[config.mk]
export PLATFORM = sky130hd
export DESIGN_NAME = codel_drop_decider_flat
export DESIGN_NICKNAME = d
export VERILOG_FILES = /design/src/hdl/cdd_pkg.sv /design/src/hdl/cdd_if.sv /design/src/hdl/codel_drop_decider.sv /design/src/hdl/cdd_isqrt.sv /design/src/hdl/cdd_div.sv /design/src/flat_wrapper.sv
export SDC_FILE = /design/constraint.sdc
export NUM_CORES = 2
export LEC_CHECK = 0
export ABC_AREA = 1
export BUFFER_PORTS_ARGS = -buffer_cell sky130_fd_sc_hd__buf_4
export CORE_ASPECT_RATIO = 0.5
export CORE_MARGIN = 2
export CORE_UTILIZATION = 35
export CTS_BUF_LIST = sky130_fd_sc_hd__clkbuf_4
export CTS_CLUSTER_DIAMETER = 150
export DETAILED_ROUTE_END_ITERATION = 16
export PLACE_DENSITY = 0.49
export SLEW_MARGIN = 20
export SYNTH_ARGS = -nofsm -noshare
export SYNTH_HDL_FRONTEND = slang
export SYNTH_SLANG_ARGS = --single-unit
[constraint.sdc]
create_clock -name clk -period 14.2 [get_ports clk]
set_clock_uncertainty 0.05 [all_clocks]
set_input_delay 0.71 -clock clk [delete_from_list [all_inputs] [get_ports clk]]
set_output_delay 0.71 -clock clk [all_outputs]
set_load 0.02 [all_outputs]
[src/hdl/cdd_pkg.sv]
// Shared types, constants and codes for the CoDel drop decider.
`timescale 1ns / 1ps
`default_nettype none
package cdd_pkg;

  localparam int TIME_BITS  = 64;
  localparam int COUNT_BITS = 32;

  typedef logic [TIME_BITS-1:0]  time_t;
  typedef logic [COUNT_BITS-1:0] count_t;

  localparam count_t COUNT_MAX = {COUNT_BITS{1'b1}};
  localparam logic [31:0] TOTAL_MAX = 32'hFFFF_FFFF;

  typedef enum logic [1:0] {
    VERDICT_DELIVER = 2'd0,
    VERDICT_DROP    = 2'd1,
    VERDICT_EMPTY   = 2'd2
  } verdict_t;

  typedef enum logic [1:0] {
    PH_IDLE    = 2'd0,
    PH_CASCADE = 2'd1,
    PH_ENTRY   = 2'd2
  } phase_t;

  typedef enum logic [1:0] {
    CFG_TARGET   = 2'd0,
    CFG_INTERVAL = 2'd1,
    CFG_MAXBYTES = 2'd2
  } cfg_idx_t;

  typedef enum logic [3:0] {
    S_IDLE,
    S_EXAM,
    S_DEC,
    S_SQRT,
    S_SQRT_WAIT,
    S_DIV_WAIT,
    S_ADD,
    S_FIN,
    S_OUT
  } state_t;

  // Handshake of an iterative arithmetic unit.
  typedef struct packed {
    logic start;
  } unit_ctl_t;

  typedef struct packed {
    logic done;
  } unit_sts_t;

endpackage
`default_nettype wire

[src/hdl/cdd_if.sv]
// Channel interfaces for the packet beats in and the verdict beats out.
`timescale 1ns / 1ps
`default_nettype none
interface cdd_in_if;
  logic        valid;
  logic        ready;
  logic        action;
  logic        queue_empty;
  logic [63:0] enqueue_time;
  logic [63:0] time_now;
  logic [23:0] backlog_bytes;

  modport source (output valid, action, queue_empty, enqueue_time, time_now,
                  backlog_bytes, input ready);
  modport sink   (input valid, action, queue_empty, enqueue_time, time_now,
                  backlog_bytes, output ready);
endinterface

interface cdd_out_if;
  logic        valid;
  logic        ready;
  logic [1:0]  verdict;
  logic        dropping_now;
  logic [31:0] drops_total;

  modport source (output valid, verdict, dropping_now, drops_total, input ready);
  modport sink   (input valid, verdict, dropping_now, drops_total, output ready);
endinterface
`default_nettype wire

[src/hdl/codel_drop_decider.sv]
// Top level of the CoDel drop decider: request sequencer and drop state.
//
// Usage: each packet popped from the queue head comes in as one beat on
// pkt_in (action, queue_empty, enqueue_time, time_now, backlog_bytes). For
// each beat one verdict beat leaves on pkt_out: deliver, drop (pop the next
// packet and send it with action 1), or queue empty, with the dropping flag
// and the saturating drop total after that packet.
// An accepted beat passes the EXAM, DEC and OUT states. To recompute the
// next drop time, the 16-step square root unit and the 32-step divider run
// back to back between DEC and ADD; a cascade follow-up also passes FIN.
// One packet is in work at a time; pkt_in.ready is high only while idle,
// so the next packet is taken only after the last verdict is registered.
// A finished verdict sits in the output register; the next packet is taken
// while it waits, and a later verdict holds until pkt_out.ready takes it.
// Reset (rst, synchronous) clears all drop state and loads the register
// defaults: target 5, interval 100, max packet 1500 bytes.
// Configuration writes go through cfg_wr_en/cfg_index/cfg_wr_data while
// idle; the user must keep to that, as the block does not enforce it.
`timescale 1ns / 1ps
`default_nettype none
module codel_drop_decider (
  input  wire              clk,
  input  wire              rst,
  cdd_in_if.sink           pkt_in,
  cdd_out_if.source        pkt_out,
  input  wire              cfg_wr_en,
  input  wire  [1:0]       cfg_index,
  input  wire  [31:0]      cfg_wr_data
);

  cdd_pkg::state_t state, state_next;

  // Configuration.
  logic [31:0] target_delay;
  logic [31:0] interval_len;
  logic [15:0] max_packet_bytes;

  // Drop state.
  cdd_pkg::time_t  first_above;
  logic            above_valid;
  cdd_pkg::time_t  next_drop_time;
  cdd_pkg::count_t drop_rate_count;
  logic            in_dropping;
  logic [31:0]     total_dropped;
  cdd_pkg::phase_t request_phase;
  cdd_pkg::time_t  request_time;

  // Latched beat and step scratch.
  logic            act;
  logic            empty;
  cdd_pkg::time_t  enq;
  cdd_pkg::time_t  now;
  logic [23:0]     backlog;
  logic            newreq;
  logic            ok;
  logic            cascade;
  cdd_pkg::time_t  law_base;
  cdd_pkg::verdict_t verdict;

  // Arithmetic units.
  cdd_pkg::unit_ctl_t sqrt_ctl, div_ctl;
  cdd_pkg::unit_sts_t sqrt_sts, div_sts;
  logic [15:0] root;
  logic [15:0] root_r;
  logic [31:0] quot;

  cdd_pkg::time_t sojourn;
  cdd_pkg::time_t d_next;
  cdd_pkg::time_t d_first;
  logic           near_last;
  logic           long_above;

  assign sojourn    = now - enq;
  assign d_next     = request_time - next_drop_time;
  assign d_first    = request_time - first_above;
  assign near_last  = 64'(d_next) < 64'(interval_len);
  assign long_above = 64'(d_first) >= 64'(interval_len);

  assign sqrt_ctl.start = (state == cdd_pkg::S_SQRT);
  assign div_ctl.start  = (state == cdd_pkg::S_SQRT_WAIT) && sqrt_sts.done;

  assign root_r = (root == 16'd0) ? 16'd1 : root;

  cdd_isqrt u_isqrt (
    .clk   (clk),
    .rst   (rst),
    .ctl   (sqrt_ctl),
    .value (32'(drop_rate_count)),
    .sts   (sqrt_sts),
    .root  (root)
  );

  cdd_div u_div (
    .clk      (clk),
    .rst      (rst),
    .ctl      (div_ctl),
    .dividend (interval_len),
    .divisor  (root_r),
    .sts      (div_sts),
    .quotient (quot)
  );

  assign pkt_in.ready = (state == cdd_pkg::S_IDLE);

  // State register.
  always_ff @(posedge clk) begin
    if (rst) begin
      state <= cdd_pkg::S_IDLE;
    end else begin
      state <= state_next;
    end
  end

  // Next state.
  always_comb begin
    state_next = state;
    case (state)
      cdd_pkg::S_IDLE: begin
        if (pkt_in.valid) state_next = cdd_pkg::S_EXAM;
      end
      cdd_pkg::S_EXAM: state_next = cdd_pkg::S_DEC;
      cdd_pkg::S_DEC: begin
        if (newreq) begin
          if (!empty && !in_dropping && ok && (near_last || long_above)) begin
            state_next = cdd_pkg::S_SQRT;
          end else begin
            state_next = cdd_pkg::S_OUT;
          end
        end else if (request_phase == cdd_pkg::PH_CASCADE && ok) begin
          state_next = cdd_pkg::S_SQRT;
        end else if (request_phase == cdd_pkg::PH_CASCADE) begin
          state_next = cdd_pkg::S_FIN;
        end else begin
          state_next = cdd_pkg::S_OUT;
        end
      end
      cdd_pkg::S_SQRT: state_next = cdd_pkg::S_SQRT_WAIT;
      cdd_pkg::S_SQRT_WAIT: begin
        if (sqrt_sts.done) state_next = cdd_pkg::S_DIV_WAIT;
      end
      cdd_pkg::S_DIV_WAIT: begin
        if (div_sts.done) state_next = cdd_pkg::S_ADD;
      end
      cdd_pkg::S_ADD: state_next = cascade ? cdd_pkg::S_FIN : cdd_pkg::S_OUT;
      cdd_pkg::S_FIN: state_next = cdd_pkg::S_OUT;
      cdd_pkg::S_OUT: begin
        if (!pkt_out.valid || pkt_out.ready) state_next = cdd_pkg::S_IDLE;
      end
      default: state_next = cdd_pkg::S_IDLE;
    endcase
  end

  // Configuration registers.
  always_ff @(posedge clk) begin
    if (rst) begin
      target_delay     <= 32'd5;
      interval_len     <= 32'd100;
      max_packet_bytes <= 16'd1500;
    end else if (cfg_wr_en) begin
      case (cfg_index)
        cdd_pkg::CFG_TARGET:   target_delay     <= cfg_wr_data;
        cdd_pkg::CFG_INTERVAL: interval_len     <= cfg_wr_data;
        cdd_pkg::CFG_MAXBYTES: max_packet_bytes <= cfg_wr_data[15:0];
        default: ;
      endcase
    end
  end

  // Latch the accepted beat.
  always_ff @(posedge clk) begin
    if (state == cdd_pkg::S_IDLE && pkt_in.valid) begin
      act     <= pkt_in.action;
      empty   <= pkt_in.queue_empty;
      enq     <= pkt_in.enqueue_time[cdd_pkg::TIME_BITS-1:0];
      now     <= pkt_in.time_now[cdd_pkg::TIME_BITS-1:0];
      backlog <= pkt_in.backlog_bytes;
    end
  end

  // Drop state and the step sequence.
  always_ff @(posedge clk) begin
    if (rst) begin
      first_above     <= '0;
      above_valid     <= 1'b0;
      next_drop_time  <= '0;
      drop_rate_count <= '0;
      in_dropping     <= 1'b0;
      total_dropped   <= '0;
      request_phase   <= cdd_pkg::PH_IDLE;
      request_time    <= '0;
      ok              <= 1'b0;
      newreq          <= 1'b0;
      cascade         <= 1'b0;
      verdict         <= cdd_pkg::VERDICT_DELIVER;
      law_base        <= '0;
    end else begin
      case (state)
        // Sojourn check and above-target tracking.
        cdd_pkg::S_EXAM: begin
          newreq <= !act || !(request_phase == cdd_pkg::PH_CASCADE ||
                              request_phase == cdd_pkg::PH_ENTRY);
          if (!act || !(request_phase == cdd_pkg::PH_CASCADE ||
                        request_phase == cdd_pkg::PH_ENTRY)) begin
            request_time <= now;
          end
          ok <= 1'b0;
          if (empty) begin
            above_valid <= 1'b0;
          end else if (64'(sojourn) < 64'(target_delay) ||
                       backlog < 24'(max_packet_bytes)) begin
            above_valid <= 1'b0;
          end else if (!above_valid) begin
            above_valid <= 1'b1;
            first_above <= now + cdd_pkg::time_t'(interval_len);
          end else if (now >= first_above) begin
            ok <= 1'b1;
          end
        end
        // Decide on the verdict or start the control law.
        cdd_pkg::S_DEC: begin
          cascade <= 1'b0;
          verdict <= empty ? cdd_pkg::VERDICT_EMPTY : cdd_pkg::VERDICT_DELIVER;
          if (newreq) begin
            request_phase <= cdd_pkg::PH_IDLE;
            if (empty) begin
              in_dropping <= 1'b0;
            end else if (in_dropping) begin
              if (!ok) begin
                in_dropping <= 1'b0;
              end else if (request_time >= next_drop_time) begin
                if (total_dropped != cdd_pkg::TOTAL_MAX) total_dropped <= total_dropped + 32'd1;
                if (drop_rate_count != cdd_pkg::COUNT_MAX) begin
                  drop_rate_count <= drop_rate_count + cdd_pkg::count_t'(1);
                end
                verdict       <= cdd_pkg::VERDICT_DROP;
                request_phase <= cdd_pkg::PH_CASCADE;
              end
            end else if (ok && (near_last || long_above)) begin
              if (total_dropped != cdd_pkg::TOTAL_MAX) total_dropped <= total_dropped + 32'd1;
              in_dropping <= 1'b1;
              if (near_last && drop_rate_count > cdd_pkg::count_t'(2)) begin
                drop_rate_count <= drop_rate_count - cdd_pkg::count_t'(2);
              end else begin
                drop_rate_count <= cdd_pkg::count_t'(1);
              end
              law_base      <= request_time;
              verdict       <= cdd_pkg::VERDICT_DROP;
              request_phase <= cdd_pkg::PH_ENTRY;
            end
          end else if (request_phase == cdd_pkg::PH_CASCADE) begin
            cascade  <= 1'b1;
            law_base <= next_drop_time;
            if (!ok) in_dropping <= 1'b0;
          end else begin
            request_phase <= cdd_pkg::PH_IDLE;
          end
        end
        // Advance the next drop time by interval / sqrt(count).
        cdd_pkg::S_ADD: begin
          next_drop_time <= law_base + cdd_pkg::time_t'(quot);
        end
        // Close a cascade step.
        cdd_pkg::S_FIN: begin
          if (in_dropping && request_time >= next_drop_time) begin
            if (total_dropped != cdd_pkg::TOTAL_MAX) total_dropped <= total_dropped + 32'd1;
            if (drop_rate_count != cdd_pkg::COUNT_MAX) begin
              drop_rate_count <= drop_rate_count + cdd_pkg::count_t'(1);
            end
            verdict <= cdd_pkg::VERDICT_DROP;
          end else begin
            request_phase <= cdd_pkg::PH_IDLE;
          end
        end
        default: ;
      endcase
    end
  end

  // Output register.
  always_ff @(posedge clk) begin
    if (rst) begin
      pkt_out.valid <= 1'b0;
    end else if (state == cdd_pkg::S_OUT && (!pkt_out.valid || pkt_out.ready)) begin
      pkt_out.valid <= 1'b1;
    end else if (pkt_out.ready) begin
      pkt_out.valid <= 1'b0;
    end
  end

  always_ff @(posedge clk) begin
    if (state == cdd_pkg::S_OUT && (!pkt_out.valid || pkt_out.ready)) begin
      pkt_out.verdict      <= verdict;
      pkt_out.dropping_now <= in_dropping;
      pkt_out.drops_total  <= total_dropped;
    end
  end

  // The control law never sees a zero count while dropping.
  a_count_nonzero: assert property (@(posedge clk) disable iff (rst)
    in_dropping |-> drop_rate_count != '0)
    else $error("dropping with zero drop count");

  // The drop total never goes backward.
  a_total_mono: assert property (@(posedge clk) disable iff (rst)
    !$past(rst) |-> total_dropped >= $past(total_dropped))
    else $error("drop total decreased");

  // A pending entry follow-up implies the dropping state.
  a_entry_dropping: assert property (@(posedge clk) disable iff (rst)
    request_phase == cdd_pkg::PH_ENTRY |-> in_dropping)
    else $error("entry phase outside dropping state");

endmodule
`default_nettype wire

[src/hdl/cdd_isqrt.sv]
// Iterative integer square root, two operand bits per cycle.
`timescale 1ns / 1ps
`default_nettype none
module cdd_isqrt (
  input  wire                     clk,
  input  wire                     rst,
  input  wire cdd_pkg::unit_ctl_t ctl,
  input  wire  [31:0]             value,
  output cdd_pkg::unit_sts_t      sts,
  output logic [15:0]             root
);

  logic [31:0] rem;
  logic [31:0] res;
  logic [31:0] bitm;
  logic        busy;
  logic        done;
  logic [31:0] trial;

  assign trial    = res + bitm;
  assign root     = res[15:0];
  assign sts.done = done;

  // Control: run until the probe bit falls off the bottom.
  always_ff @(posedge clk) begin
    if (rst) begin
      busy <= 1'b0;
      done <= 1'b0;
    end else begin
      done <= 1'b0;
      if (ctl.start) begin
        busy <= 1'b1;
      end else if (busy && bitm[1:0] != 2'b00) begin
        busy <= 1'b0;
        done <= 1'b1;
      end
    end
  end

  // Datapath: one result bit per step.
  always_ff @(posedge clk) begin
    if (ctl.start) begin
      rem  <= value;
      res  <= '0;
      bitm <= 32'h4000_0000;
    end else if (busy) begin
      if (rem >= trial) begin
        rem <= rem - trial;
        res <= (res >> 1) + bitm;
      end else begin
        res <= res >> 1;
      end
      bitm <= bitm >> 2;
    end
  end

endmodule
`default_nettype wire

[src/hdl/cdd_div.sv]
// Restoring divider, one quotient bit per cycle.
`timescale 1ns / 1ps
`default_nettype none
module cdd_div (
  input  wire                     clk,
  input  wire                     rst,
  input  wire cdd_pkg::unit_ctl_t ctl,
  input  wire  [31:0]             dividend,
  input  wire  [15:0]             divisor,
  output cdd_pkg::unit_sts_t      sts,
  output logic [31:0]             quotient
);

  logic [15:0] rem;
  logic [15:0] dvs;
  logic [4:0]  cnt;
  logic        busy;
  logic        done;
  logic [16:0] trial;
  logic        fits;

  assign trial    = {rem, quotient[31]};
  assign fits     = trial >= {1'b0, dvs};
  assign sts.done = done;

  // Control: 32 steps then report.
  always_ff @(posedge clk) begin
    if (rst) begin
      busy <= 1'b0;
      done <= 1'b0;
      cnt  <= '0;
    end else begin
      done <= 1'b0;
      if (ctl.start) begin
        busy <= 1'b1;
        cnt  <= '0;
      end else if (busy) begin
        cnt <= cnt + 5'd1;
        if (cnt == 5'd31) begin
          busy <= 1'b0;
          done <= 1'b1;
        end
      end
    end
  end

  // Datapath: shift dividend bits into the remainder.
  always_ff @(posedge clk) begin
    if (ctl.start) begin
      rem      <= '0;
      dvs      <= divisor;
      quotient <= dividend;
    end else if (busy) begin
      if (fits) begin
        rem <= 16'(trial - {1'b0, dvs});
      end else begin
        rem <= trial[15:0];
      end
      quotient <= {quotient[30:0], fits};
    end
  end

endmodule
`default_nettype wire

[src/flat_wrapper.sv]
// flat-port wrapper written by rule: the top's interface ports become plain ports
module codel_drop_decider_flat 
  (clk, rst, cfg_wr_en, cfg_index, cfg_wr_data, pkt_in_valid, pkt_in_action, pkt_in_queue_empty, pkt_in_enqueue_time, pkt_in_time_now, pkt_in_backlog_bytes, pkt_in_ready, pkt_out_valid, pkt_out_verdict, pkt_out_dropping_now, pkt_out_drops_total, pkt_out_ready);
  cdd_in_if pkt_in_i ();
  cdd_out_if pkt_out_i ();
  input  wire clk;
  input  wire rst;
  input  wire cfg_wr_en;
  input  wire  [1:0] cfg_index;
  input  wire  [31:0] cfg_wr_data;
  input wire logic [$bits(pkt_in_i.valid)-1:0] pkt_in_valid;
  input wire logic [$bits(pkt_in_i.action)-1:0] pkt_in_action;
  input wire logic [$bits(pkt_in_i.queue_empty)-1:0] pkt_in_queue_empty;
  input wire logic [$bits(pkt_in_i.enqueue_time)-1:0] pkt_in_enqueue_time;
  input wire logic [$bits(pkt_in_i.time_now)-1:0] pkt_in_time_now;
  input wire logic [$bits(pkt_in_i.backlog_bytes)-1:0] pkt_in_backlog_bytes;
  output wire logic [$bits(pkt_in_i.ready)-1:0] pkt_in_ready;
  output wire logic [$bits(pkt_out_i.valid)-1:0] pkt_out_valid;
  output wire logic [$bits(pkt_out_i.verdict)-1:0] pkt_out_verdict;
  output wire logic [$bits(pkt_out_i.dropping_now)-1:0] pkt_out_dropping_now;
  output wire logic [$bits(pkt_out_i.drops_total)-1:0] pkt_out_drops_total;
  input wire logic [$bits(pkt_out_i.ready)-1:0] pkt_out_ready;
  assign pkt_in_i.valid = pkt_in_valid;
  assign pkt_in_i.action = pkt_in_action;
  assign pkt_in_i.queue_empty = pkt_in_queue_empty;
  assign pkt_in_i.enqueue_time = pkt_in_enqueue_time;
  assign pkt_in_i.time_now = pkt_in_time_now;
  assign pkt_in_i.backlog_bytes = pkt_in_backlog_bytes;
  assign pkt_in_ready = pkt_in_i.ready;
  assign pkt_out_valid = pkt_out_i.valid;
  assign pkt_out_verdict = pkt_out_i.verdict;
  assign pkt_out_dropping_now = pkt_out_i.dropping_now;
  assign pkt_out_drops_total = pkt_out_i.drops_total;
  assign pkt_out_i.ready = pkt_out_ready;
  codel_drop_decider u_core (.clk(clk), .rst(rst), .pkt_in(pkt_in_i), .pkt_out(pkt_out_i), .cfg_wr_en(cfg_wr_en), .cfg_index(cfg_index), .cfg_wr_data(cfg_wr_data));
endmodule
==> summary.md <==
| Metric | Value |
|---|---|
| Via count | `61808` |
| Clk_lat worst skew | `1.18 ns` |
| Startpoint Class | `register` |
| Wirelength, routed | `238800 um` |
| Critical Path Fanout Max | `32` |
| Die Height | `300.3 um` |
| F_max | `171.0 MHz` |
| Largest net degree at the start of global routing | `140` |
| EDFF count, synth | `269` |
| Postcts setup bufs | `0` |
| CTS clock-pin slew for the worst setup and hold paths | `0.07 ns` |
| Antenna violations before repair | `11` |
| Number of library cell types mapped by synthesis | `62` |
| Clock Path Buffers | `4` |
| # port buffers | `229` |
| CTS root buffer | `clkbuf_4` |
| Syn nets | `10188` |
| CTS-repair resized insts | `0` |
| WL/cell | `19.22 um` |
| Worst EP required | `14.86 ns` |
| Maxcap violations | `0` |
| Vias in the first global route | `58853` |
| Number of H-tree levels | `4` |
| CP arrival | `6.51 ns` |
| Setup TNS | `0 ns` |
| Slew Limit Fails | `0` |
| Grt ovf | `0` |
| Yosys warning count | `0` |
| FF+latch count, synth | `756` |
| Layout cells sized above 1 | `0.07218` |
| Cell Rows | `108` |
| Synth Flop Type | `dfxtp_1` |
| Pwr/cell area | `163.2 mW/mm2` |
| Sequential fraction of the synthesis area | `0.2901` |
| Sw Ratio | `0.5030` |
| Status | `finished, final reports clean` |
| DRT iter0 DRCs | `4813` |
| Clock power share | `0.178` |
| Headroom to the max-slew limit | `0.2899` |
| Period utilisation layout | `0.4118` |
| Dpl hpwl | `192300 um` |
| Final Hold Fails | `0` |
| Measured slew at the worst slew-check pin | `1.065 ns` |
| Crit. End Element | `register` |
| Antenna viol nets, final | `0` |
| RSZ-0062 raised after global routing | `no` |
| Fillers | `19125` |
| Fin crit period | `5.848 ns` |
| Fin nets | `10658` |
| First-pass GRT wire length | `357300 um` |
| Final WS setup | `8.352 ns` |
| I/O pin count | `230` |
| CTS sink cnt | `756` |
| WHS | `0.1896 ns` |
| CTS tree | `done` |
| NetSw | `0.005769 W` |
| Die Wd | `596.6 um` |
| Pre-antenna DRT Iters | `6` |
| Combinational share of power | `0.573` |
| Cell Int Power | `0.005701 W` |
| All-Layer GR Usage | `0.2609` |
| Hold-fix buffers, CTS | `207` |
| Type of the worst setup path | `reg -> reg` |
| Vias per cell | `4.977` |
| Core box area | `0.1739 mm2` |
| Worst-case vdd ir drop | `0.00007540 V` |
| Starting density of the core | `0.3534` |
| Mapped Cells | `9471` |
| Avg Inst Size Synth | `6.489 um2` |
| DRC | `0` |
| Async set or reset register ratio after synthesis | `0` |
| Gp weighted congestion | `0.9881` |
| Hold Crit Class | `in -> reg` |
| Die area | `0.1792 mm2` |
| Sequential Power Share | `0.249` |
| Setup WS pre-CTS | `8.319 ns` |
| Leakage | `33.43 nW` |
| Layout area overhead | `14.37%` |
| Power consumption | `0.01147 W` |
| Final setup violation count | `0` |
| Total CTS buffers | `200` |
| Cell area after synthesis | `0.06146 mm2` |
-- synth_stat cells (149+ instances only) --
cell type	number	share of area
a21oi_1	792	0.064
clkbuf_1	168	0.010
dfxtp_1	487	0.16
edfxtp_1	269	0.13
ha_1	517	0.11
inv_1	1623	0.099
nand2_1	2604	0.16
nand3_1	335	0.027
nor2_1	873	0.053
nor3_1	149	0.012
o21ai_0	582	0.047
xor2_1	273	0.039
-- kinds of logic after synthesis --
group	count (synthesis)	synth area share
and+or+nand+nor	4257	0.2848
AOI/OAI and AO/OA	1662	0.1457
muxes	1	0.0001629
xor gates and xnor gates	367	0.05230
DFF	756	0.2901
buffers and inverters	1904	0.1194
adders and majority gates	524	0.1075
-- critical path: stages (launching register included) --
cell and delay, ns:
dfxtp_1 0.36, ha_1 0.18, ha_1 0.18, nand2_1 0.06, a21oi_1 0.22, nand2_1 0.09
nand2_1 0.07, nand2_1 0.07, o21ai_1 0.21, nand2_1 0.08, a21oi_1 0.21, nand2_1 0.13
nand2_1 0.07, nand2_1 0.09, o21ai_0 0.42, nand2_1 0.09, a21oi_1 0.16, xor2_1 0.10
ha_1 0.33, inv_1 0.08, nor3_1 0.30, nand4_1 0.19, nor4_1 0.28, nand3_1 0.12
nand3_1 0.12, buf_4 0.35, nand2_1 0.16, nand2_2 0.63
-- cells in the final DEF, fill, tap and decap left out, types with 30 or more instances in the layout --
| cell type | synthesis | layout |
|---|---|---|
| a21oi_1 | 792 | 792 |
| a31oi_1 | 36 | 36 |
| buf_4 | 13 | 296 |
| clkbuf_4 | 0 | 294 |
| clkinv_1 | 9 | 54 |
| dfxtp_1 | 487 | 486 |
| dlygate4sd3_1 | 0 | 207 |
| edfxtp_1 | 269 | 269 |
| ha_1 | 517 | 517 |
| inv_1 | 1623 | 1620 |
| inv_2 | 33 | 38 |
| nand2_1 | 2604 | 2601 |
| nand3_1 | 335 | 334 |
| nand3b_1 | 48 | 48 |
| nand4_1 | 130 | 130 |
| nor2_1 | 873 | 869 |
| nor3_1 | 149 | 148 |
| nor4_1 | 42 | 41 |
| o211ai_1 | 51 | 51 |
| o21ai_0 | 582 | 581 |
| o21ai_1 | 30 | 30 |
| o21bai_1 | 56 | 56 |
| xnor2_1 | 94 | 94 |
| xor2_1 | 273 | 273 |
-- stage by stage --
step                      instances  utilization  cell area [um2]
after floorplan                9471            -            61460
after global placement        11841       0.3771            65580
after detailed placement      11841       0.3771            65580
after CTS                     12409       0.4039            70240
after global routing          12415       0.4041            70280
final                         12419       0.4042            70290
-- power by group through the flow --
stage               registers, W  clock network, W  logic [W]
global route             0.00287           0.00223    0.00742
global placement         0.00289                 0    0.00644
CTS                      0.00284           0.00212    0.00651
finish                   0.00285           0.00204    0.00657
floorplan                0.00274                 0    0.00464
detailed placement       0.00289                 0    0.00642
-- worst paths after layout --
| path | startpoint | endpoint | slack [ns] | cells after the start |
|---|---|---|---|---|
| worst max-delay path | u_core.u_isqrt.bitm[0]$_SDFFE_PP0P_ | u_core.u_isqrt.rem[26]$_DFFE_PP_ | 8.35 | 27 |
| worst min-delay path | pkt_in_time_now[30] | u_core.now[30]$_DFFE_PP_ | 0.19 | 2 |
| worst max register to register | u_core.u_isqrt.bitm[0]$_SDFFE_PP0P_ | u_core.u_isqrt.rem[26]$_DFFE_PP_ | 8.35 | 27 |
| worst min register to register | u_core.verdict[1]$_SDFFE_PP0P_ | u_core.pkt_out.verdict[1]$_DFFE_PP_ | 0.38 | 0 |
-- per-layer routing --
metal	GRT usage	wire, um	vias to the layer above
li1	-	-	31482
met1	0.3811	118400	28425
met2	0.4045	102100	1586
met3	0.03141	12660	315
met4	0.06770	5611	0
met5	0	0	-
-- cell type report --
cell class / instances / area [um2] / area share
Multi-Input combinational cell: 6811 / 36350 / 0.5171
Inverter: 1666 / 6261 / 0.08907
Timing Repair Buffer: 506 / 4353 / 0.06193
Tap cell: 2310 / 2890 / 0.04112
Clock buffer: 294 / 2207 / 0.03140
Sequential cell: 756 / 17830 / 0.2537
Clock inverter: 67 / 380.4 / 0.005411
Antenna cell: 9 / 22.52 / 0.0003204
-- registers in the layout, indices dropped and copies added, names as in the netlist, 64 cells and up --
signal / cells
u_core.request_time: 64
u_core.enq: 64
u_core.now: 64
u_core.law_base: 64
u_core.next_drop_time: 64
u_core.first_above: 64
Power figures use the tool's default switching activity.
